===== src/rtl/core/assert_macros.svh =====
// ---------------------------------------------------------------------------
// assertion macros
// shared concurrent assertion wrappers for the rtl core
// ---------------------------------------------------------------------------
`ifndef ASSERT_MACROS_SVH
`define ASSERT_MACROS_SVH

// clocked check, switched off while reset is asserted
`define ASSERT_CLKD(label, clk, rst_n, prop, msg) \
    label: assert property (@(posedge clk) disable iff (!(rst_n)) prop) else $error(msg);

// clocked check that also holds during reset
`define ASSERT_ALWAYS(label, clk, prop, msg) \
    label: assert property (@(posedge clk) prop) else $error(msg);

`endif


===== src/rtl/core/asc_pkg.sv =====
// ---------------------------------------------------------------------------
// asc_pkg
// shared types, codes and helpers for the alarm snooze controller
// ---------------------------------------------------------------------------
package asc_pkg;

    localparam int IN_TDATA_W  = 40;
    localparam int OUT_TDATA_W = 24;
    localparam int SNOOZE_W    = 6;
    localparam int WAKE_W      = 8;

    // item kind carried on tuser
    localparam logic MODE_TICK = 1'b0;
    localparam logic MODE_KEY  = 1'b1;

    // key press codes
    localparam logic [1:0] KEY_SHORT = 2'd0;
    localparam logic [1:0] KEY_LONG  = 2'd1;
    localparam logic [1:0] KEY_VLONG = 2'd2;

    localparam logic [5:0] CHECK_SECOND = 6'd1;
    localparam logic [7:0] MINUTE_MAX   = 8'd59;
    localparam logic [7:0] MINUTES_HOUR = 8'd60;
    localparam logic [7:0] HOUR_MAX     = 8'd23;
    localparam logic [7:0] HOURS_DAY    = 8'd24;
    localparam logic [5:0] SNOOZE_RESET = 6'd5;

    typedef struct packed {
        logic       mode;
        logic [1:0] key_kind;
        logic [4:0] current_hour;
        logic [5:0] current_minute;
        logic [5:0] current_second;
        logic [3:0] minute_ones;
        logic [3:0] minute_tens;
        logic [3:0] hour_ones;
        logic [3:0] hour_tens;
    } asc_item_t;

    typedef struct packed {
        logic              alarm;
        logic              snooze;
        logic              wake;
        logic              seconds;
        logic [WAKE_W-1:0] wake_hour;
        logic [WAKE_W-1:0] wake_minute;
    } asc_state_t;

    // ones + 10 * tens, as shifts and an add, mod 256
    function automatic logic [7:0] digit_pair(input logic [3:0] ones, input logic [3:0] tens);
        logic [7:0] t8;
        t8 = {4'd0, tens};
        return (t8 << 3) + (t8 << 1) + {4'd0, ones};
    endfunction

endpackage


===== src/rtl/core/alarm_snooze_controller.sv =====
// ---------------------------------------------------------------------------
// alarm_snooze_controller
// alarm clock flag and wake time controller with snooze
// ---------------------------------------------------------------------------
//  channel   | dir | tdata fields (lsb first)                          | tuser
//  s_axis    | in  | key_kind, hour, minute, second, m1, m10, h1, h10   | mode
//  m_axis    | out | alarm, snooze, wake armed, secs shown, wake hh, mm | -
//  cfg       | in  | snooze length on cfg_wr_data when cfg_wr_en high  | -
//
//  one result transaction per input transaction, one item per cycle sustained while m_axis_tready stays high
//  the item passes through the input register and then the state register, which
//  is also the result register; the step logic feeds back from the state register
//  reset (aresetn low, synchronous) clears flags and wake time, snooze length 5
//  a stalled result holds the state and the input register; input is taken
//  while the input register is empty or drains in the same cycle
// ---------------------------------------------------------------------------
`include "assert_macros.svh"

module alarm_snooze_controller (
    input  logic                                aclk,
    input  logic                                aresetn,
    // s_axis_tdata: key_kind[1:0], current_hour[6:2], current_minute[12:7],
    // current_second[18:13], minute_ones[22:19], minute_tens[26:23],
    // hour_ones[30:27], hour_tens[34:31], zero pad[39:35]
    input  logic                                s_axis_tvalid,
    output logic                                s_axis_tready,
    input  logic [asc_pkg::IN_TDATA_W-1:0]      s_axis_tdata,
    input  logic                                s_axis_tuser,   // mode
    // m_axis_tdata: alarm_on[0], snooze_on[1], wake_enabled[2], seconds_shown[3],
    // wake_hour_out[11:4], wake_minute_out[19:12], zero pad[23:20]
    output logic                                m_axis_tvalid,
    input  logic                                m_axis_tready,
    output logic [asc_pkg::OUT_TDATA_W-1:0]     m_axis_tdata,
    input  logic                                cfg_wr_en,
    input  logic [asc_pkg::SNOOZE_W-1:0]        cfg_wr_data
);
    import asc_pkg::*;

    asc_item_t  in_item;
    asc_item_t  item;
    logic       item_valid;
    logic       advance;
    asc_state_t state_reg;
    asc_state_t state_next;
    logic       m_valid_reg;
    logic       m_valid_next;
    logic [SNOOZE_W-1:0] snooze_reg;

    // unpack the incoming transaction
    always_comb begin
        in_item.mode           = s_axis_tuser;
        in_item.key_kind       = s_axis_tdata[1:0];
        in_item.current_hour   = s_axis_tdata[6:2];
        in_item.current_minute = s_axis_tdata[12:7];
        in_item.current_second = s_axis_tdata[18:13];
        in_item.minute_ones    = s_axis_tdata[22:19];
        in_item.minute_tens    = s_axis_tdata[26:23];
        in_item.hour_ones      = s_axis_tdata[30:27];
        in_item.hour_tens      = s_axis_tdata[34:31];
    end

    asc_in_stage u_in_stage (
        .aclk       (aclk),
        .aresetn    (aresetn),
        .in_valid   (s_axis_tvalid),
        .in_ready   (s_axis_tready),
        .in_item    (in_item),
        .advance    (advance),
        .item_valid (item_valid),
        .item       (item)
    );

    // the registered item moves into the state once the previous result is gone or leaving
    assign advance = item_valid && (!m_valid_reg || m_axis_tready);

    asc_step u_step (
        .item       (item),
        .cur        (state_reg),
        .snooze_len (snooze_reg),
        .nxt        (state_next)
    );

    assign m_valid_next = advance ? 1'b1 : (m_axis_tready ? 1'b0 : m_valid_reg);

    always_ff @(posedge aclk) begin
        if (!aresetn) begin
            state_reg   <= '0;
            m_valid_reg <= 1'b0;
            snooze_reg  <= SNOOZE_RESET;
        end else begin
            m_valid_reg <= m_valid_next;
            if (advance) begin
                state_reg <= state_next;
            end
            // the user must change configuration only while idle; the block does not enforce it
            if (cfg_wr_en) begin
                snooze_reg <= cfg_wr_data;
            end
        end
    end

    // the state registers double as the result register
    assign m_axis_tvalid = m_valid_reg;
    assign m_axis_tdata  = {4'd0, state_reg.wake_minute, state_reg.wake_hour,
                            state_reg.seconds, state_reg.wake, state_reg.snooze,
                            state_reg.alarm};

    // snooze can only start from a ringing alarm
    `ASSERT_CLKD(a_snooze_from_alarm, aclk, aresetn,
        $rose(state_reg.snooze) |-> $past(state_reg.alarm), "snooze set without alarm")

    // state moves only with a step
    `ASSERT_CLKD(a_state_holds, aclk, aresetn,
        !advance |=> $stable(state_reg), "state changed without a step")

    // every step produces a result
    `ASSERT_CLKD(a_step_gives_result, aclk, aresetn,
        advance |=> m_valid_reg, "step without result")

    // a key outside alarm leaves the wake time alone
    `ASSERT_CLKD(a_key_keeps_wake, aclk, aresetn,
        advance && item.mode == MODE_KEY && !state_reg.alarm
        |=> $stable(state_reg.wake_hour) && $stable(state_reg.wake_minute),
        "wake time moved on key without alarm")

    // reset leaves no result pending
    `ASSERT_ALWAYS(a_reset_empty, aclk,
        !aresetn |=> !m_valid_reg && !item_valid, "result pending after reset")

endmodule


===== src/rtl/core/asc_in_stage.sv =====
// ---------------------------------------------------------------------------
// asc_in_stage
// input register: captures one transaction, released when the step advances
// ---------------------------------------------------------------------------
module asc_in_stage (
    input  logic               aclk,
    input  logic               aresetn,
    input  logic               in_valid,
    output logic               in_ready,
    input  asc_pkg::asc_item_t in_item,
    input  logic               advance,
    output logic               item_valid,
    output asc_pkg::asc_item_t item
);
    import asc_pkg::*;

    logic      valid_reg;
    logic      valid_next;
    asc_item_t item_reg;

    assign in_ready   = !valid_reg || advance;
    assign valid_next = (in_valid && in_ready) ? 1'b1 : (advance ? 1'b0 : valid_reg);

    always_ff @(posedge aclk) begin
        if (!aresetn) begin
            valid_reg <= 1'b0;
        end else begin
            valid_reg <= valid_next;
        end
    end

    always_ff @(posedge aclk) begin
        if (in_valid && in_ready) begin
            item_reg <= in_item;
        end
    end

    assign item_valid = valid_reg;
    assign item       = item_reg;

endmodule


===== src/rtl/core/asc_step.sv =====
// ---------------------------------------------------------------------------
// asc_step
// next flags and wake time for one key or tick item
// ---------------------------------------------------------------------------
module asc_step (
    input  asc_pkg::asc_item_t          item,
    input  asc_pkg::asc_state_t         cur,
    input  logic [asc_pkg::SNOOZE_W-1:0] snooze_len,
    output asc_pkg::asc_state_t         nxt
);
    import asc_pkg::*;

    logic [7:0] min_sum;
    logic [7:0] hour_inc;
    logic [7:0] snz_minute;
    logic [7:0] snz_hour;
    logic [7:0] load_minute;
    logic [7:0] load_hour;

    // snooze add with single minute and hour wrap
    always_comb begin
        min_sum  = cur.wake_minute + {2'd0, snooze_len};
        hour_inc = cur.wake_hour + 8'd1;
        if (min_sum > MINUTE_MAX) begin
            snz_minute = min_sum - MINUTES_HOUR;
            snz_hour   = (hour_inc > HOUR_MAX) ? hour_inc - HOURS_DAY : hour_inc;
        end else begin
            snz_minute = min_sum;
            snz_hour   = cur.wake_hour;
        end
    end

    always_comb begin
        load_minute = cur.snooze ? cur.wake_minute
                                 : digit_pair(item.minute_ones, item.minute_tens);
        load_hour   = cur.snooze ? cur.wake_hour
                                 : digit_pair(item.hour_ones, item.hour_tens);
    end

    always_comb begin
        nxt = cur;
        if (item.mode == MODE_KEY) begin
            if (cur.alarm || cur.snooze) begin
                case (item.key_kind)
                    KEY_SHORT: begin
                        nxt.snooze = 1'b1;
                        if (cur.alarm) begin
                            nxt.wake_minute = snz_minute;
                            nxt.wake_hour   = snz_hour;
                        end
                    end
                    KEY_LONG: begin
                        nxt.alarm  = 1'b0;
                        nxt.snooze = 1'b0;
                    end
                    default: ;
                endcase
            end else begin
                case (item.key_kind)
                    KEY_SHORT: nxt.wake    = !cur.wake;
                    KEY_LONG:  nxt.seconds = !cur.seconds;
                    default: ;
                endcase
            end
        end else if (item.current_second == CHECK_SECOND) begin
            nxt.wake_minute = load_minute;
            nxt.wake_hour   = load_hour;
            nxt.alarm       = cur.wake
                              && (load_minute == {2'd0, item.current_minute})
                              && (load_hour == {3'd0, item.current_hour});
        end
    end

endmodule

===== config.mk =====
export PLATFORM = sky130hd
export DESIGN_NAME = alarm_snooze_controller
export DESIGN_NICKNAME = d
export VERILOG_FILES = /design/src/rtl/core/asc_pkg.sv /design/src/rtl/core/alarm_snooze_controller.sv /design/src/rtl/core/asc_in_stage.sv /design/src/rtl/core/asc_step.sv
export VERILOG_INCLUDE_DIRS = /design/src /design/src/rtl/core
export SDC_FILE = /design/constraint.sdc
export NUM_CORES = 1
export LEC_CHECK = 0
export ABC_AREA = 1
export BUFFER_PORTS_ARGS = -buffer_cell sky130_fd_sc_hd__buf_2
export CELL_PAD_IN_SITES_DETAIL_PLACEMENT = 1
export CELL_PAD_IN_SITES_GLOBAL_PLACEMENT = 1
export CORE_UTILIZATION = 30
export CTS_CLUSTER_SIZE = 10
export DETAILED_ROUTE_END_ITERATION = 12
export HOLD_SLACK_MARGIN = 0.05
export PLACE_DENSITY_LB_ADDON = 0.1
export SETUP_SLACK_MARGIN = 0.4
export SYNTH_ARGS = -nofsm -noshare
export SYNTH_HDL_FRONTEND = slang
export SYNTH_SLANG_ARGS = --single-unit

===== constraint.sdc =====
create_clock -name aclk -period 4.8 [get_ports aclk]
set_input_delay 1.44 -clock aclk [delete_from_list [all_inputs] [get_ports aclk]]
set_output_delay 1.44 -clock aclk [all_outputs]
set_load 0.01 [all_outputs]

==> flow_metrics.env, run 1 <==
export IMPL_grt_first_pass_wirelength_mm=18.29
export IMPL_gp_routability_congestion=0.7474
export IMPL_die_height_um=119.1
export IMPL_buffer_ports_inserted=68
export IMPL_dp_slack_ns=1.507
export IMPL_core_area_sq_mm=0.01330
export IMPL_critical_path_required_ns=3.36
export IMPL_globalRouteMet2Util=0.2584
export IMPL_grt_busiest_layer="met2"
export IMPL_finalCritPeriodShare=0.6857
export IMPL_finalSetupViolations=0
export IMPL_synth_enable_flop_cells=36
export IMPL_max_vdd_ir_drop_mv=0.1715
export IMPL_totalNegativeSetupSlack_ns=0
export IMPL_cp_launch_type="input pin"
export IMPL_detail_route_antenna_nets=0
export IMPL_drt_first_pass_iters=4
export IMPL_avgRoutedWirePerCell_um=13.63
export IMPL_netlist_top_cells_count="150 x sky130_fd_sc_hd__nand2_1, 75 x sky130_fd_sc_hd__inv_1, 50 x sky130_fd_sc_hd__nor2_1"
export IMPL_cts_path_max_buffers=2
export IMPL_drcViolationCount=0
export IMPL_synth_top_area_share=0.2629
export IMPL_nNetsFinal=695
export IMPL_post_route_worst_setup_slack_ns=1.509
export IMPL_average_cell_area_after_synthesis_sq_um=7.558
export IMPL_number_of_unique_standard_cell_types_used_by_synthesis=38
export IMPL_grt_usage=0.1652
export IMPL_final_hold_viol_count=0
export IMPL_total_die_area_sq_mm=0.01418
export IMPL_synthesis_instances=544
export IMPL_placed_cell_area_sq_mm=0.004619
export IMPL_finalWirelength_mm=10.84
export IMPL_antenna_found_initial=0
export IMPL_grt_use_met3=0.03448
export IMPL_cts_inserted_buffers=9
export IMPL_worstSetupEndpointType="output port"
export IMPL_clock_skew_final_ns=0.006317
export IMPL_cts_hold_buf=0
export IMPL_worst_hold_margin_ns=0.4709
export IMPL_initial_core_util=0.3092
export IMPL_synth_top_cells_by_area="sky130_fd_sc_hd__edfxtp_1 26%, sky130_fd_sc_hd__nand2_1 14%, sky130_fd_sc_hd__dfxtp_1 14%"
export IMPL_critical_path_class="in2out"
export IMPL_worst_endpoint_data_arrival_time_ns=1.85
export IMPL_rsz0062_at_grt="false"
export IMPL_grt_start_max_net_pins=28
export IMPL_placed_cells=779
export IMPL_floorplan_rows=42
export IMPL_layout_cells_non_filler=795
export IMPL_cts_root_buf="sky130_fd_sc_hd__clkbuf_16"
export IMPL_share_of_synthesized_flip_flops_with_an_asynchronous_set_or_reset=0
export IMPL_cts_sinks=64
export IMPL_grt_pass1_vias=3695
export IMPL_insertedDiodeCount=0
export IMPL_grt_met1_usage=0.2204
export IMPL_synth_largest_area_cell="sky130_fd_sc_hd__edfxtp_1"
export IMPL_max_cap_viol_count=0
export IMPL_synthToLayoutAreaGrowth_pct=18.81
export IMPL_grt_ovfl_total=0
export IMPL_design_area_sq_mm=0.004885
export IMPL_drt_first_iter_violations=121
export IMPL_largest_register_ff_count=36
export IMPL_synth_ff_latch_count=64
export IMPL_outcome="completed"
export IMPL_tritoncts="built"
export IMPL_vias=3608
export IMPL_cts_repair_resize_count=0
export IMPL_cts_clk_slew_worst_paths_ns=0.05
export IMPL_drive_above_1_share=0.1777
export IMPL_crit_path_max_fanout=3
export IMPL_io_pins=78
export IMPL_ys_seq_area_frac=0.3993
export IMPL_max_slew_margin=0.5831
export IMPL_yosys_warnings=0
export IMPL_design_power_total_mw=1.464
export IMPL_timing_max_transition_violations_final=0
export IMPL_finalWorstPathRequiredPeriod_ns=3.291
export IMPL_power_static_leakage_nw=2.364
export IMPL_timing_worst_slew_pin_value_ns=0.6247
export IMPL_hold_path_class="reg2reg"
export IMPL_clock_tree_htree_level_count=3
export IMPL_floorplan_die_width_um=119.1
export IMPL_fin_util=0.3674
export IMPL_pwr_density_cell_mw_per_mm2=299.6
export IMPL_fmaxAchievable_mhz=303.8
export IMPL_cell_with_the_most_instances_after_synthesis="sky130_fd_sc_hd__nand2_1"
export IMPL_avgViaCountPerCell=4.538
export IMPL_hpwl_mm=8.597
export IMPL_insertion_delay_ns=0.33
export IMPL_synthesized_cell_area_sq_mm=0.004111
export IMPL_cts_setup_buffers=0
export IMPL_ys_flop_type="sky130_fd_sc_hd__edfxtp_1"
logic make-up after synthesis:
| family | share of synthesized area |
|---|---|
| other | 0.0009121 |
| adder cells (fa/ha/maj) | 0.09738 |
| flip-flops | 0.3993 |
| AND/OR/NAND/NOR | 0.2964 |
| buffers and inverters | 0.09769 |
| AO/OA/AOI/OAI | 0.08947 |
| XOR/XNOR | 0.01887 |
metal layers:
| metal | vias up | part of all wire |
|---|---|---|
| met5 | - | 0 |
| met4 | 0 | 0.015 |
| met3 | 11 | 0.038 |
| met2 | 62 | 0.44 |
| met1 | 1642 | 0.50 |
| li1 | 1893 | - |
power by group:
group          internal, mW  switching [mW]  total (mW)
clock network         0.345           0.242       0.587
logic                0.0926           0.156       0.249
registers             0.609          0.0187       0.628
total                  1.05           0.417        1.46
worst max-delay path: stages:
cell	delay, ns
sky130_fd_sc_hd__buf_2	0.10
sky130_fd_sc_hd__inv_1	0.06
sky130_fd_sc_hd__nand3_1	0.10
sky130_fd_sc_hd__buf_2	0.16
cells in the final DEF, fill, tap and decap left out, types with 3 or more instances in the layout:
cell	n
sky130_fd_sc_hd__a21oi_1	31
sky130_fd_sc_hd__buf_2	68
sky130_fd_sc_hd__buf_4	4
sky130_fd_sc_hd__clkbuf_16	9
sky130_fd_sc_hd__clkinv_1	3
sky130_fd_sc_hd__clkinvlp_4	3
sky130_fd_sc_hd__conb_1	4
sky130_fd_sc_hd__dfxtp_1	28
sky130_fd_sc_hd__edfxtp_1	36
sky130_fd_sc_hd__fa_1	5
sky130_fd_sc_hd__ha_1	24
sky130_fd_sc_hd__inv_1	75
sky130_fd_sc_hd__inv_2	5
sky130_fd_sc_hd__nand2_1	150
sky130_fd_sc_hd__nand2_2	9
sky130_fd_sc_hd__nand3_1	38
sky130_fd_sc_hd__nand3b_1	4
sky130_fd_sc_hd__nand4_1	8
sky130_fd_sc_hd__nor2_1	50
sky130_fd_sc_hd__nor3_1	5
sky130_fd_sc_hd__o21ai_0	27
sky130_fd_sc_hd__o21ai_1	4
sky130_fd_sc_hd__xor2_1	5
layout make-up:
cell class	instances	area (sq um)
clock buffers	10	229.0
clock inverters	6	36.28
fillers	1677	8411
inverters	82	307.8
multi-input cells	385	2079
flip-flops and latches	64	1642
well taps	176	220.2
repair buffers	72	370.4
path summary, 6_finish.rpt:
| check | startpoint | to | slack (ns) | cells past startpoint |
|---|---|---|---|---|
| max | m_axis_tready | s_axis_tready | 1.51 | 4 |
| min | snooze_reg[0] | snooze_reg[0] | 0.47 | 2 |
| max reg2reg | u_in_stage.item[10] | m_axis_tdata[0] | 1.98 | 14 |
| min reg2reg | snooze_reg[0] | snooze_reg[0] | 0.47 | 2 |
(Power assumes the default switching activity.)
==> inputs of run 2 (changes only) <==
Clock period 4.8 ns to 3.18 ns, I/O delays scaled along.
==> run 2 against run 1 <==
First-iteration DRC count is 12% lower. Non-clock buffer count is 2 higher. Largest cell class unchanged. Critical path depth is 8 higher. Hold slack better by 0.0050 ns. Combinational power is 57% higher. Count of clock-buffer cells in the layout is 1 higher. Worst setup slack worse by 0.89 ns. Sequential power is 51% higher. Cell area is 1.7% higher. Sequential share of layout area is 0.55 points lower. Total power is 60% higher. Flip-flop and latch count stayed put.
==> flow_metrics.env, run 2 (synthesis gave the netlist of run 1 again) <==
export IMPL_critical_path_required_ns=3.43
export IMPL_grt_usage=0.1668
export IMPL_sequential_fraction_of_design_power=0.405
export IMPL_floorplan_die_width_um=119.1
export IMPL_insertedDiodeCount=0
export IMPL_sequential_cell_area_sq_mm=0.001642
export IMPL_finalWirelength_mm=11.01
export IMPL_tritoncts="built"
export IMPL_area_occupied_by_multi_input_gates_sq_mm=0.002096
export IMPL_cell_internal_pwr_mw=1.696
export IMPL_setup_worst_path_end="m_axis_tdata[6]"
export IMPL_finalWorstPathRequiredPeriod_ns=2.563
export IMPL_clock_skew_final_ns=0.007315
export IMPL_grt_start_max_net_pins=24
export IMPL_cts_inserted_buffers=9
export IMPL_cts_setup_buffers=0
export IMPL_cts_clk_slew_worst_paths_ns=0.06
export IMPL_detail_route_antenna_nets=0
export IMPL_largest_register_ff_count=36
export IMPL_worst_r2r_path_depth=12
export IMPL_antenna_found_initial=0
export IMPL_gp_routability_congestion=0.7390
export IMPL_max_stage_delay_ns=0.45
export IMPL_hpwl_mm=8.699
export IMPL_sw_frac_of_total=0.2755
export IMPL_placed_cell_area_sq_mm=0.004647
export IMPL_power_share_clock=0.428
export IMPL_final_common_cell="sky130_fd_sc_hd__nand2_1"
export IMPL_cp_launch_type="register"
export IMPL_worst_endpoint_data_arrival_time_ns=2.82
export IMPL_grt_ovfl_total=0
export IMPL_drcViolationCount=0
export IMPL_crit_path_max_fanout=11
export IMPL_worstSetupEndpointType="register"
export IMPL_startpoint="m_axis_tdata[12]"
export IMPL_min_path_cells=2
export IMPL_timing_worst_slew_pin_value_ns=0.6587
export IMPL_initial_core_util=0.3092
export IMPL_cpMaxStageDelayCell="sky130_fd_sc_hd__fa_1"
export IMPL_total_die_area_sq_mm=0.01418
export IMPL_pwr_density_cell_mw_per_mm2=471.4
export IMPL_drive_above_1_share=0.1884
export IMPL_reg2reg_setup_slack_ns=0.62
export IMPL_finalCritPeriodShare=0.8059
export IMPL_critical_path_n_buffers_inverters=2
export IMPL_timing_max_transition_violations_final=0
export IMPL_fmaxAchievable_mhz=390.2
export IMPL_most_frequent_cells_in_the_layout="150 x sky130_fd_sc_hd__nand2_1, 75 x sky130_fd_sc_hd__inv_1, 68 x sky130_fd_sc_hd__buf_2"
export IMPL_floorplan_rows=42
export IMPL_r2r_start="m_axis_tdata[12]"
export IMPL_buffer_ports_inserted=68
export IMPL_max_vdd_ir_drop_mv=0.2917
export IMPL_clock_tree_htree_level_count=3
export IMPL_critical_path_reg2reg_endpoint="m_axis_tdata[6]"
export IMPL_wp_depth=12
export IMPL_avgRoutedWirePerCell_um=13.81
export IMPL_drt_first_pass_iters=4
export IMPL_critical_path_class="reg2reg"
export IMPL_cts_root_buf="sky130_fd_sc_hd__clkbuf_16"
export IMPL_io_pins=78
export IMPL_cts_path_max_buffers=2
export IMPL_grt_pass1_vias=3673
export IMPL_vias=3643
export IMPL_max_slew_margin=0.5604
export IMPL_design_area_sq_mm=0.004966
export IMPL_die_height_um=119.1
export IMPL_nNetsFinal=697
export IMPL_max_cap_viol_count=0
export IMPL_finalSetupViolations=0
export IMPL_final_hold_viol_count=0
export IMPL_power_static_leakage_nw=2.408
export IMPL_outcome="completed"
export IMPL_combinational_share_of_power=0.167
export IMPL_synthToLayoutAreaGrowth_pct=20.79
export IMPL_total_switching_power_uw=645.0
export IMPL_totalNegativeSetupSlack_ns=0
export IMPL_rsz0062_at_grt="false"
export IMPL_avgViaCountPerCell=4.571
export IMPL_hold_path_class="reg2reg"
export IMPL_core_area_sq_mm=0.01330
export IMPL_n_fill_cell=1651
export IMPL_drt_first_iter_violations=107
export IMPL_insertion_delay_ns=0.34
export IMPL_cts_sinks=64
export IMPL_grt_first_pass_wirelength_mm=18.38
export IMPL_path_cells="ha_1 -> fa_1 -> xor2_2 -> ha_1 -> inv_1 -> nor2_4 -> nand3_4 -> nand3_4 -> nand2_4 -> clkinvlp_4 -> nand2_1 -> a21oi_1"
export IMPL_worst_path_dominant_cell_family="adder cells"
run 2: how the worst min path moves through the flow:
stage	slack, ns	to	from
detailed placement	0.47	snooze_reg[0]	snooze_reg[0]
finish	0.48	snooze_reg[0]	snooze_reg[0]
CTS	0.48	snooze_reg[0]	snooze_reg[0]
global placement	0.45	snooze_reg[0]	snooze_reg[0]
global route	0.50	snooze_reg[0]	snooze_reg[0]
floorplan	0.43	snooze_reg[0]	snooze_reg[0]
run 2: worst register-to-register path, stage by stage, from the launching register on:
cell                         delay, ns
sky130_fd_sc_hd__dfxtp_1          0.36
sky130_fd_sc_hd__ha_1             0.27
sky130_fd_sc_hd__fa_1             0.45
sky130_fd_sc_hd__xor2_2           0.23
sky130_fd_sc_hd__ha_1             0.22
sky130_fd_sc_hd__inv_1            0.08
sky130_fd_sc_hd__nor2_4           0.14
sky130_fd_sc_hd__nand3_4          0.12
sky130_fd_sc_hd__nand3_4          0.13
sky130_fd_sc_hd__nand2_4          0.13
sky130_fd_sc_hd__clkinvlp_4       0.14
sky130_fd_sc_hd__nand2_1          0.06
sky130_fd_sc_hd__a21oi_1          0.14
run 2: final cells by class:
class / count / area share
Multi-Input combinational cell: 385 / 0.4220
Sequential cell: 64 / 0.3306
Timing Repair Buffer: 74 / 0.08012
Inverter: 82 / 0.06274
Clock buffer: 11 / 0.04888
Tap cell: 176 / 0.04434
Clock inverter: 5 / 0.01134
run 2: repair_timing:
item,CTS,global route
hold endpoints to repair,0,0
endpoints found under the setup margin,0,6
gates resized for setup,0,6
hold buffers,0,0
run 2: metal layers:
layer  global-route usage  share of wire  vias up
met1               0.2234           0.50     1674
met3              0.03065          0.036       11
met4              0.06646          0.017        0
met2               0.2642           0.45       69
met5                    0              0        -
li1                     -              -     1889
run 2: per-stage QoR:
stage / util / std cells / worst slack (ns) / hold WS [ns] / power [mW]
floorplan: - / 547 / 0.8558 / 0.4329 / 1.222
global placement: 0.3495 / 781 / 0.4745 / 0.4529 / 1.347
detailed placement: 0.3495 / 781 / 0.4579 / 0.4691 / 1.359
CTS: 0.3720 / 797 / 0.4374 / 0.4825 / 2.378
global route: 0.3735 / 797 / 0.4177 / 0.5031 / 2.484
finish: 0.3735 / 797 / 0.6173 / 0.4759 / 2.341
run 2: power by group through the flow:
stage | Sequential (mW) | Clock [mW] | Combinational (mW)
2_1_floorplan | 0.959 | 0 | 0.264
4_1_cts | 0.949 | 1.03 | 0.396
3_5_place_dp | 0.967 | 0 | 0.392
6_report | 0.948 | 1.00 | 0.391
3_3_place_gp | 0.966 | 0 | 0.381
5_1_grt | 0.954 | 1.07 | 0.457
==> inputs of run 3 (changes only) <==
Clock period 3.18 ns to 2.6 ns, I/O delays scaled along.
==> run 3 against run 2 <==
Count of clock-buffer cells in the layout fell by 2. Utilization rose by 4.8 points. Flip-flop and latch count did not move. Wire length rose by 8.2%. Total power rose by 32%. Hold slack improved by 0.027 ns. Global-route usage rose by 0.57 points. Clock power rose by 29%. Maximum frequency rose by 2.1%. Die area did not move. Critical path type unchanged. Largest power group unchanged.
==> flow_metrics.env, run 3 (synthesis gave the netlist of run 1 again) <==
export IMPL_outcome="completed"
export IMPL_tritoncts="built"
export IMPL_max_vdd_ir_drop_mv=0.3160
export IMPL_largest_register_ff_count=36
export IMPL_pwr_density_cell_mw_per_mm2=553.0
export IMPL_cpMaxStageDelayCell="sky130_fd_sc_hd__fa_1"
export IMPL_finalWirelength_mm=11.91
export IMPL_grt_usage=0.1725
export IMPL_hold_path_class="reg2reg"
export IMPL_timing_max_transition_violations_final=0
export IMPL_placed_cell_area_sq_mm=0.004713
export IMPL_insertion_delay_ns=0.34
export IMPL_antenna_found_initial=0
export IMPL_floorplan_die_width_um=119.1
export IMPL_drt_first_pass_iters=4
export IMPL_clock_skew_final_ns=0.008370
export IMPL_layout_cells_non_filler=833
export IMPL_worst_endpoint_data_arrival_time_ns=2.78
export IMPL_worst_path_dominant_cell_family="adder cells"
export IMPL_placed_cells=789
export IMPL_total_die_area_sq_mm=0.01418
export IMPL_final_common_cell="sky130_fd_sc_hd__nand2_1"
export IMPL_crit_path_max_fanout=3
export IMPL_worstSetupEndpointType="register"
export IMPL_buffer_ports_inserted=68
export IMPL_cts_hold_buf=0
export IMPL_initial_core_util=0.3092
export IMPL_max_stage_delay_ns=0.59
export IMPL_core_area_sq_mm=0.01330
export IMPL_die_height_um=119.1
export IMPL_design_power_total_mw=3.099
export IMPL_fmaxAchievable_mhz=398.4
export IMPL_cts_sinks=64
export IMPL_grt_start_max_net_pins=37
export IMPL_clock_tree_htree_level_count=3
export IMPL_finalWorstPathRequiredPeriod_ns=2.510
export IMPL_drcViolationCount=0
export IMPL_max_cap_viol_count=0
export IMPL_detail_route_antenna_nets=0
export IMPL_cts_clk_slew_worst_paths_ns=0.06
export IMPL_nNetsFinal=733
export IMPL_final_hold_viol_count=0
export IMPL_rsz0062_at_grt="true"
export IMPL_floorplan_rows=42
export IMPL_grt_pass1_vias=3873
export IMPL_critPathMostFrequentCell="sky130_fd_sc_hd__nand2_1"
export IMPL_hpwl_mm=8.813
export IMPL_totalNegativeSetupSlack_ns=0
export IMPL_synthToLayoutAreaGrowth_pct=36.31
export IMPL_path_cells="inv_2 -> fa_1 -> fa_1 -> o21ai_2 -> inv_1 -> nand2_1 -> nand2_1 -> nor2_1 -> nand2_1 -> nor2_1 -> nand3_1 -> nor2_1 -> nand2_1 -> a21oi_1"
export IMPL_finalSetupViolations=0
export IMPL_io_pins=78
export IMPL_drt_first_iter_violations=130
export IMPL_grt_ovfl_total=0
export IMPL_avgRoutedWirePerCell_um=14.30
export IMPL_gp_routability_congestion=0.7374
export IMPL_critical_path_n_buffers_inverters=2
export IMPL_design_area_sq_mm=0.005604
export IMPL_finalCritPeriodShare=0.9654
export IMPL_grt_first_pass_wirelength_mm=18.98
export IMPL_critical_path_class="reg2reg"
export IMPL_avgViaCountPerCell=4.594
export IMPL_insertedDiodeCount=0
export IMPL_vias=3827
export IMPL_drive_above_1_share=0.3379
export IMPL_cts_inserted_buffers=9
export IMPL_most_frequent_cells_in_the_layout="128 x sky130_fd_sc_hd__nand2_1, 68 x sky130_fd_sc_hd__buf_2, 67 x sky130_fd_sc_hd__inv_1"
export IMPL_power_static_leakage_nw=2.619
export IMPL_cts_path_max_buffers=2
export IMPL_cts_root_buf="sky130_fd_sc_hd__clkbuf_16"
export IMPL_cp_launch_type="register"
export IMPL_critical_path_required_ns=2.87
-- run 3: cell count changes in the layout (fill, tap and decap cells not counted), moves of 7 or more --
cell                      before  now
sky130_fd_sc_hd__buf_4         5   35
sky130_fd_sc_hd__nand2_1     150  128
sky130_fd_sc_hd__nand2_2       8   27
sky130_fd_sc_hd__a21oi_1      30   20
sky130_fd_sc_hd__a21oi_2       1    9
sky130_fd_sc_hd__ha_1         23   15
sky130_fd_sc_hd__inv_1        75   67
sky130_fd_sc_hd__inv_2         5   12
-- run 3: repair_timing --
action | 4_1_cts | 5_1_grt
pin swaps | 21 | 24
gates cloned | 1 | 0
gates resized for setup | 40 | 56
endpoints found under the setup margin | 15 | 16
buffers inserted | 18 | 9
-- run 3: worst paths after layout --
path	start	to	slack (ns)	cells past startpoint
setup / recovery	u_in_stage.item[8]	m_axis_tdata[0]	0.09	14
hold / removal	snooze_reg[0]	snooze_reg[0]	0.50	2
setup reg to reg	u_in_stage.item[8]	m_axis_tdata[0]	0.09	14
hold reg to reg	snooze_reg[0]	snooze_reg[0]	0.50	2
-- run 3: final cells by class --
cell class / instances / area (sq um)
sequential: 64 / 1649
fill: 1641 / 7691
clock buffer: 9 / 225.2
inverter: 82 / 322.8
clock inverter: 7 / 86.33
tap: 176 / 220.2
timing repair buffer: 109 / 679.4
multi-input combinational: 386 / 2421
-- run 3: worst register-to-register path: stages, from the launching register on --
cell and delay (ns):
sky130_fd_sc_hd__edfxtp_1 0.37, sky130_fd_sc_hd__inv_2 0.05, sky130_fd_sc_hd__fa_1 0.59, sky130_fd_sc_hd__fa_1 0.46
sky130_fd_sc_hd__o21ai_2 0.23, sky130_fd_sc_hd__inv_1 0.07, sky130_fd_sc_hd__nand2_1 0.05, sky130_fd_sc_hd__nand2_1 0.05
sky130_fd_sc_hd__nor2_1 0.09, sky130_fd_sc_hd__nand2_1 0.06, sky130_fd_sc_hd__nor2_1 0.09, sky130_fd_sc_hd__nand3_1 0.08
sky130_fd_sc_hd__nor2_1 0.09, sky130_fd_sc_hd__nand2_1 0.06, sky130_fd_sc_hd__a21oi_1 0.11
-- run 3: stage by stage --
step / utilization / setup slack, ns / hold slack (ns)
5_1_grt: 0.4215 / -0.09035 / 0.5347
3_5_place_dp: 0.3545 / 0.04756 / 0.4714
4_1_cts: 0.4013 / 0.07858 / 0.4946
6_report: 0.4215 / 0.08995 / 0.5024
2_1_floorplan: - / 0.3769 / 0.4329
3_3_place_gp: 0.3545 / 0.09583 / 0.4565
-- run 3: power by group --
| group | switching (mW) | leakage, nW | internal (mW) | total [mW] |
|---|---|---|---|---|
| Sequential | 0.0373 | 0.581 | 1.13 | 1.16 |
| Combinational | 0.367 | 1.89 | 0.280 | 0.647 |
| Clock | 0.461 | 0.144 | 0.829 | 1.29 |
| Total | 0.865 | 2.62 | 2.23 | 3.10 |
-- run 3: routing by layer --
metal,GRT usage,share of wire,vias up,wire length [um]
met3,0.03257,0.030,12,359
met2,0.2831,0.48,68,5740
li1,-,-,1964,-
met1,0.2226,0.47,1783,5599
met5,0,0,-,0
met4,0.06804,0.018,0,211
